**src/rtl/apk_pkg.sv**
```systemverilog
// ----------------------------------------------------------------------------
// Atlas shelf packer package
// Shared constants and channel payload types of the shelf packer.
// ----------------------------------------------------------------------------
package apk_pkg;

	// Default sizes.
	localparam int DEF_MAX_SHELVES   = 64;
	localparam int DEF_MAX_SIZE_LOG2 = 13;

	// Smallest and reset side lengths, as log2 values.
	localparam logic [3:0] MIN_SIZE_LOG2   = 4'd4;
	localparam logic [3:0] RESET_SIZE_LOG2 = 4'd9;

	// Fixed field widths of the channels.
	localparam int DIM_W = 13;
	localparam int TOP_W = 14;
	localparam int LOG_W = 4;

	// One placement request.
	typedef struct packed {
		logic [DIM_W-1:0] glyph_width;
		logic [DIM_W-1:0] glyph_height;
		logic [DIM_W-1:0] shelf_height;
	} req_t;

	// One placement result.
	typedef struct packed {
		logic [DIM_W-1:0] left_x;
		logic [DIM_W-1:0] bottom_y;
		logic [TOP_W-1:0] top_y;
		logic [LOG_W-1:0] atlas_size_log2;
		logic             atlas_grew;
		logic             full_res;
	} res_t;

	// Commands broadcast from the controller to every shelf cell.
	typedef struct packed {
		logic decide;   // one placement try is evaluated this cycle
		logic alloc;    // a new shelf opens at the cell indexed by the count
	} cell_ctl_t;

endpackage

```
**src/rtl/apk_cell.sv**
```systemverilog
// ----------------------------------------------------------------------------
// Shelf cell
// Holds one shelf, tests it against the current request and passes the
// first-fit claim and the selected corner on to its neighbor.
// ----------------------------------------------------------------------------
module apk_cell
	import apk_pkg::*;
#(
	parameter int IDX   = 0,
	parameter int CNT_W = 7,
	parameter int POS_W = 14,
	parameter int SUM_W = 15
) (
	input  logic               clk,
	input  logic               arst_n,
	input  cell_ctl_t          ctl,
	input  logic [CNT_W-1:0]   shelf_count,
	input  logic [DIM_W-1:0]   glyph_width,
	input  logic [DIM_W-1:0]   shelf_height,
	input  logic [POS_W-1:0]   side,
	input  logic [POS_W-1:0]   next_base,
	input  logic               claim_in,
	input  logic [2*POS_W-1:0] data_in,
	output logic               claim_out,
	output logic [2*POS_W-1:0] data_out
);

	logic [POS_W-1:0] base_q;
	logic [DIM_W-1:0] tall_q;
	logic [POS_W-1:0] used_q;
	logic [POS_W-1:0] left_q;
	logic             sel_q;
	logic             open;
	logic             hit;
	logic             take;
	logic [SUM_W-1:0] reach;

	// The shelf fits when it is tall enough and the glyph ends short of the side.
	assign open  = shelf_count > CNT_W'(IDX);
	assign reach = SUM_W'(used_q) + SUM_W'(glyph_width);
	assign hit   = open && (tall_q >= shelf_height) && (reach < SUM_W'(side));

	// The first fitting cell in the row takes the glyph.
	assign take      = hit && !claim_in;
	assign claim_out = claim_in || hit;

	// The selected cell merges its corner into the collected result.
	assign data_out = data_in | (sel_q ? {left_q, base_q} : {(2*POS_W){1'b0}});

	// Selection flag, renewed at every try.
	always_ff @(posedge clk or negedge arst_n) begin
		if (!arst_n) begin
			sel_q <= 1'b0;
		end else if (ctl.decide) begin
			sel_q <= take;
		end
	end

	// Shelf contents: placement in this shelf or opening of this shelf.
	always_ff @(posedge clk) begin
		if (ctl.decide && take) begin
			left_q <= used_q;
			used_q <= POS_W'(reach);
		end else if (ctl.alloc && (shelf_count == CNT_W'(IDX))) begin
			base_q <= next_base;
			tall_q <= shelf_height;
			used_q <= POS_W'(glyph_width);
		end
	end

endmodule

```
**config.mk**
```make
export PLATFORM = sky130hd
export DESIGN_NAME = apk_cell
export DESIGN_NICKNAME = d
export VERILOG_FILES = /design/src/rtl/apk_pkg.sv /design/src/rtl/apk_cell.sv
export SDC_FILE = /design/constraint.sdc
export NUM_CORES = 1
export LEC_CHECK = 0
export ABC_AREA = 0
export ABC_CLOCK_PERIOD_IN_PS = 4300
export BUFFER_PORTS_ARGS = -buffer_cell sky130_fd_sc_hd__buf_2
export CORE_MARGIN = 2
export CORE_UTILIZATION = 45
export CTS_CLUSTER_SIZE = 12
export DETAILED_ROUTE_END_ITERATION = 8
export PLACE_DENSITY_LB_ADDON = 0.15
export SETUP_SLACK_MARGIN = 0.2
export SLEW_MARGIN = 40
export SYNTH_ARGS = -nofsm -noshare
export SYNTH_HDL_FRONTEND = slang
export SYNTH_SLANG_ARGS = --single-unit
export TNS_END_PERCENT = 10
```
**constraint.sdc**
```tcl
create_clock -name clk -period 4.3 [get_ports clk]
set_input_delay 0.86 -clock clk [delete_from_list [all_inputs] [get_ports clk]]
set_output_delay 0.86 -clock clk [all_outputs]
set_load 0.05 [all_outputs]
```
==> results of run 1 <==
## critical path, cell delays in order
cell and delay [ns]:
buf_8 0.07, ha_4 0.12, inv_2 0.03, fa_2 0.33, nand2b_4 0.16, a211oi_4 0.25, o211ai_1 0.14, a211o_1 0.32
o311ai_4 0.08, ha_1 0.29, a21o_1 0.18, a21oi_2 0.14, nand2_1 0.07, a31oi_2 0.16, a31o_4 0.17, buf_8 0.14
## area by class of cell
| type | count | area, um^2 | share of cell area (%) |
|---|---|---|---|
| Multi-Input combinational cell | 197 | 1730 | 36.9 |
| Sequential cell | 56 | 1680 | 35.7 |
| Timing Repair Buffer | 157 | 926 | 19.7 |
| Inverter | 37 | 141 | 3.01 |
| Tap cell | 102 | 128 | 2.72 |
| Clock buffer | 5 | 68.8 | 1.46 |
| Clock inverter | 3 | 25.0 | 0.532 |
## synthesized netlist by cell type, types with 3 or more instances
cell	count	area, um^2
nor3_1	5	25.0
nand2b_1	3	18.8
mux2_4	7	105
nor2_1	11	41.3
a21oi_1	20	100
inv_1	36	135
nand4_1	7	43.8
xnor2_1	7	61.3
o21a_1	3	22.5
nand3_1	3	15.0
xor2_1	3	26.3
edfxtp_1	55	1650
ha_1	39	488
nand2_1	9	33.8
o21ai_0	9	45.0
a21o_1	38	285
a31oi_1	3	18.8
mux2_2	5	56.3
## power groups by stage
stage	logic [mW]	registers (mW)	clock network, mW
2_1_floorplan	0.245	0.624	0
3_3_place_gp	0.361	0.632	0
3_5_place_dp	0.369	0.633	0
4_1_cts	0.382	0.621	0.316
5_1_grt	0.430	0.622	0.334
6_report	0.393	0.620	0.306
## routing by layer
| metal | wire length [um] | GRT usage, % | part of all wire, % |
|---|---|---|---|
| met1 | 3600 | 24.9 | 46 |
| met2 | 3800 | 32.0 | 48 |
| met3 | 333 | 3.04 | 4.2 |
| met4 | 122 | 5.72 | 1.6 |
| met5 | 0 | 0 | 0 |
## registers in the layout (all words and copies together), names as in the netlist
signal and count:
base_q 14, left_q 14, sel_q 1, tall_q 13, used_q 14
## path summary, 6_finish.rpt
check / to / cells past startpoint / start
max in group asynchronous: sel_q / 1 / arst_n
worst max register to register: used_q[7] / 19 / used_q[0]
worst min-delay path: sel_q / 1 / arst_n
worst min register to register: left_q[12] / 0 / used_q[12]
min in group clk: left_q[12] / 0 / used_q[12]
worst max-delay path: claim_out / 16 / glyph_width[0]
## through the flow
step                hold WS, ns  instances
detailed placement        0.452        543
global route              0.276        557
global placement          0.442        543
CTS                       0.285        554
finish                    0.296        557
floorplan                 0.431        294
## logic make-up (layout without fill, tap and decap cells)
logic type	Yosys count	in the layout	share of synthesized area, %
XOR/XNOR	10	10	2.52
flip-flops	56	56	48.1
buffers and inverters	41	202	4.96
adder cells (fa/ha/maj)	40	40	14.6
multiplexers	14	14	5.21
AND/OR/NAND/NOR	44	44	6.61
AO/OA/AOI/OAI	89	89	18.0
## timing repair
action	4_1_cts	5_1_grt
pin swaps	9	9
setup buffers	3	3
hold endpoints to repair	0	0
endpoints found under the setup margin	1	35
resized for setup	8	14
==> flow_summary.yaml, run 1 <==
global_routing:
  track_usage_pct: 18.9
  overflow: 0
  grt_pass1_vias: 2812
  grt_pass1_wl_um: 12800
  grt_max_degree: 30
  antenna_found_initial: 0
clock_tree:
  clk_latency_ns: 0.31
  cts_hold_buf: 0
  cts.htree.levels: 2
  cts_tree: "yes"
  clk_pin_slew_ns: 0.11
  ctsRootBufferMaster: "clkbuf_8"
  clockBufferDepth: 2
  cts_made_buffers: 5
  cts.sinks: 56
pwr:
  p_leak_nw: 2.28
  p_per_area_nw_per_um2: 281
  p_seq_share_pct: 47.0
  share_comb_of_total_power_pct: 29.8
  swShare_pct: 31.2
  p_int_uw: 907
  pwr-share-clk_pct: 23.2
  worst_ir_drop_vdd_v: 0.000132
  totalPowerFinal_mw: 1.32
  switching_power_uw: 412
run_status:
  status: "finished with violations"
  violations: "negative setup slack"
synthesis:
  netlist_instances: 294
  synth_edf_count: 55
  yosys_warnings: 0
  synth_nets: 428
  seq_area_frac_synth_pct: 48.1
  netlist_area_um2: 3480
  syn_avg_cell_area_um2: 11.8
  async_flop_share_pct: 1.79
  ys_types: 43
  synth-seq-cells: 56
  synth_ff_type: "edfxtp_1"
final_layout:
  n_antenna_cell: 0
  final_area_um2: 4700
  drive_above_1_share_pct: 43.5
  num-fill-cells: 661
  syn2layout_area_growth_pct: 35.0
  final_common_cell: "buf_2"
  final_cell_mix: "buf_2, edfxtp_1, a21o_1, ha_1, inv_1"
  final_core_utilization_pct: 61.8
  nets: 588
worst_hold_path:
  hp-class: "primary input to async pin"
floorplan:
  die-area_um2: 8460
  die_x_um: 92.0
  core_um2: 7610
  io_pins: 123
  rows: 32
  start_util_pct: 45.8
  die_y_um: 92.0
place:
  place_congestion: 0.886
  dp_hpwl_um: 6210
  dpl_cell_area_um2: 4470
  portBuffers: 122
  dp_slack_ns: -0.315
worst_setup_path:
  cp_data_required_time_ns: 3.44
  cp-start-kind: "primary input"
  worstSetupPathType: "primary input to output pin"
  reg2reg_slack_ns: 0.39
  cp_max_fo: 2
  cp-end-kind: "output pin"
  arrival_ns: 3.53
drt:
  via_count: 2838
  wl_per_cell_um: 14.1
  avgViaCountPerCell: 5.10
  dr.pass1.iters: 4
  drc_errors: 0
  drt_iter0_drc: 103
  ant_nets: 0
  routed_wl_um: 7860
sta:
  setup_slack_ns: -0.0862
  hold_viol_final: 0
  slew_headroom_pct: 48.3
  tightestPinTransition_ns: 0.765
  period_minus_slack_ns: 4.39
  grt_setup_unrepaired: "true"
  setup_violations: 1
  skew_ns: 0.00649
  tns_ns: -0.0862
  fin_crit_sh_pct: 102
  drv_slew: 0
  max_freq_mhz: 228
job:
  cap_violations: 0
No activity file was read; power rests on OpenSTA's default activity.
==> run 2: changes to the inputs <==
- ABC_CLOCK_PERIOD_IN_PS: 4300 -> 5500
- PLACE_DENSITY: default -> 0.77
- PLACE_DENSITY_LB_ADDON: 0.15 -> default
- SLEW_MARGIN: 40 -> 20
- clock period: 4.3 -> 5.5 ns (I/O delays scaled with it)
==> flow_summary.yaml, run 2 (synthesized netlist as in run 1, its figures left out) <==
clock_tree:
  clk_latency_ns: 0.31
  cts_hold_buf: 0
  ctsRootBufferMaster: "clkbuf_8"
  cts.sinks: 56
  cts_tree: "yes"
  cts.htree.levels: 2
  clk_pin_slew_ns: 0.10
  clockBufferDepth: 2
  cts_made_buffers: 5
pwr:
  p_leak_nw: 2.11
  worst_ir_drop_vdd_v: 0.000119
  share_comb_of_total_power_pct: 27.2
  pwr-share-clk_pct: 24.1
  p_per_area_nw_per_um2: 229
  p_seq_share_pct: 48.8
  p_int_uw: 688
  swShare_pct: 30.8
  switching_power_uw: 306
worst_setup_path:
  worstSetupStartpoint: "glyph_width[0]"
  cp-end-kind: "output pin"
  cp_data_required_time_ns: 4.40
  cp-endpoint: "claim_out"
  cp-start-kind: "primary input"
  rr_worst_depth: 17
  worstSetupPathType: "primary input to output pin"
  cpMaxStageDelayCell: "fa_1"
  cpPeakStageDelay_ns: 0.39
  r2r-start: "used_q[0]"
  arrival_ns: 3.97
  worstReg2RegEnd: "used_q[12]"
  cp_max_fo: 3
  reg2reg_slack_ns: 1.38
  path_cells: "buf_2 -> ha_2 -> inv_1 -> fa_1 -> nand2b_4 -> a211oi_2 -> o211ai_1 -> a211o_1 -> o311ai_2 -> ha_1 -> a21o_1 -> a21oi_2 -> nand2_1 -> a31oi_1 -> a31o_2 -> buf_6"
final_layout:
  nets: 558
  n_antenna_cell: 0
  drive_above_1_share_pct: 36.9
  largestRegisters: "base_q: 14 flops, left_q: 14 flops, used_q: 14 flops"
  final_area_um2: 4350
  instances_no_fill: 527
  syn2layout_area_growth_pct: 24.9
  final_cell_mix: "buf_2, edfxtp_1, a21o_1, ha_1, inv_1"
  num-fill-cells: 666
  final_common_cell: "buf_2"
sta:
  fin_crit_sh_pct: 92.1
  max_freq_mhz: 197
  grt_setup_unrepaired: "false"
  tns_ns: 0
  period_minus_slack_ns: 5.07
  setup_violations: 0
  tightestPinTransition_ns: 0.971
  hold_viol_final: 0
  drv_slew: 0
  skew_ns: 0.00944
  slew_headroom_pct: 35.2
global_routing:
  overflow: 0
  grt_max_degree: 30
  grt_pass1_wl_um: 12500
  grt_pass1_vias: 2713
  track_usage_pct: 18.7
  antenna_found_initial: 0
floorplan:
  core_um2: 7610
  die-area_um2: 8460
  io_pins: 123
  rows: 32
  die_y_um: 92.0
  die_x_um: 92.0
  start_util_pct: 45.8
worst_hold_path:
  hp-class: "register to register"
job:
  cap_violations: 0
place:
  dpl_cell_area_um2: 4220
  place_congestion: 0.883
  dp.cells: 518
  dp_hpwl_um: 6340
  portBuffers: 122
drt:
  routed_wl_um: 7960
  via_count: 2716
  wl_per_cell_um: 15.1
  dr.pass1.iters: 4
  avgViaCountPerCell: 5.15
  ant_nets: 0
  drc_errors: 0
  drt_iter0_drc: 127
run_status:
  status: "complete, no violations"
==> run 2: changes by cell type in the layout (fill, tap and decap cells not counted), sizes merged <==
| cell | previous run | this run |
|---|---|---|
| clkbuf | 5 | 6 |
| buf | 157 | 127 |
| inv | 39 | 37 |
| clkinvlp | 1 | 2 |
==> run 2: per-layer routing <==
metal | part of all wire, % | vias to the layer above | GRT usage [%]
met5 | 0 | - | 0
met4 | 1.1 | 0 | 4.48
met3 | 5.7 | 7 | 3.12
met2 | 49 | 99 | 33.8
met1 | 44 | 1255 | 23.3
li1 | - | 1355 | -
==> run 2: how the worst min path moves through the flow <==
stage	to	slack, ns	depth (start not counted)	start
floorplan	left_q[0]	0.43	0	used_q[0]
global placement	left_q[3]	0.45	0	used_q[3]
detailed placement	left_q[5]	0.45	0	used_q[5]
CTS	left_q[12]	0.48	0	used_q[12]
global route	left_q[12]	0.48	0	used_q[12]
finish	left_q[5]	0.47	0	used_q[5]
==> run 2: cell type report <==
type                    count  area [um^2]  share of cell area [%]
inverters                  37          141                    3.25
clock buffers               6         82.6                    1.90
clock inverters             2         15.0                   0.345
flip-flops and latches     56         1680                    38.6
multi-input cells         197         1650                    38.0
well taps                 102          128                    2.94
repair buffers            127          654                    15.1
==> run 2: critical path: cells and delay by family <==
family                   cells  cell delay, ns
AO/OA/AOI/OAI                8            1.44
adder cells (fa/ha/maj)      3            0.87
buffers and inverters        3            0.30
AND/OR/NAND/NOR              2            0.23
==> run 2: power by group through the flow <==
stage | clock (mW) | combinational [mW] | sequential [mW]
6_report | 0.239 | 0.270 | 0.485
5_1_grt | 0.256 | 0.295 | 0.486
4_1_cts | 0.247 | 0.266 | 0.485
3_5_place_dp | 0 | 0.264 | 0.495
3_3_place_gp | 0 | 0.254 | 0.494
2_1_floorplan | 0 | 0.187 | 0.488
==> run 2: through the flow <==
step	power (mW)	hold WS (ns)	setup slack (ns)	util (%)
3_3_place_gp	0.748	0.446	0.279	55.5
6_report	0.994	0.473	0.434	57.2
4_1_cts	0.998	0.477	0.258	56.8
3_5_place_dp	0.758	0.452	0.169	55.5
5_1_grt	1.04	0.481	0.209	57.2
2_1_floorplan	0.675	0.431	0.687	-
==> run 2: timing repair <==
action                     in CTS  in global routing
setup endpoints to repair       1                  1
gates resized for setup         1                  6
pin swaps                       0                  4
setup buffers                   0                  1
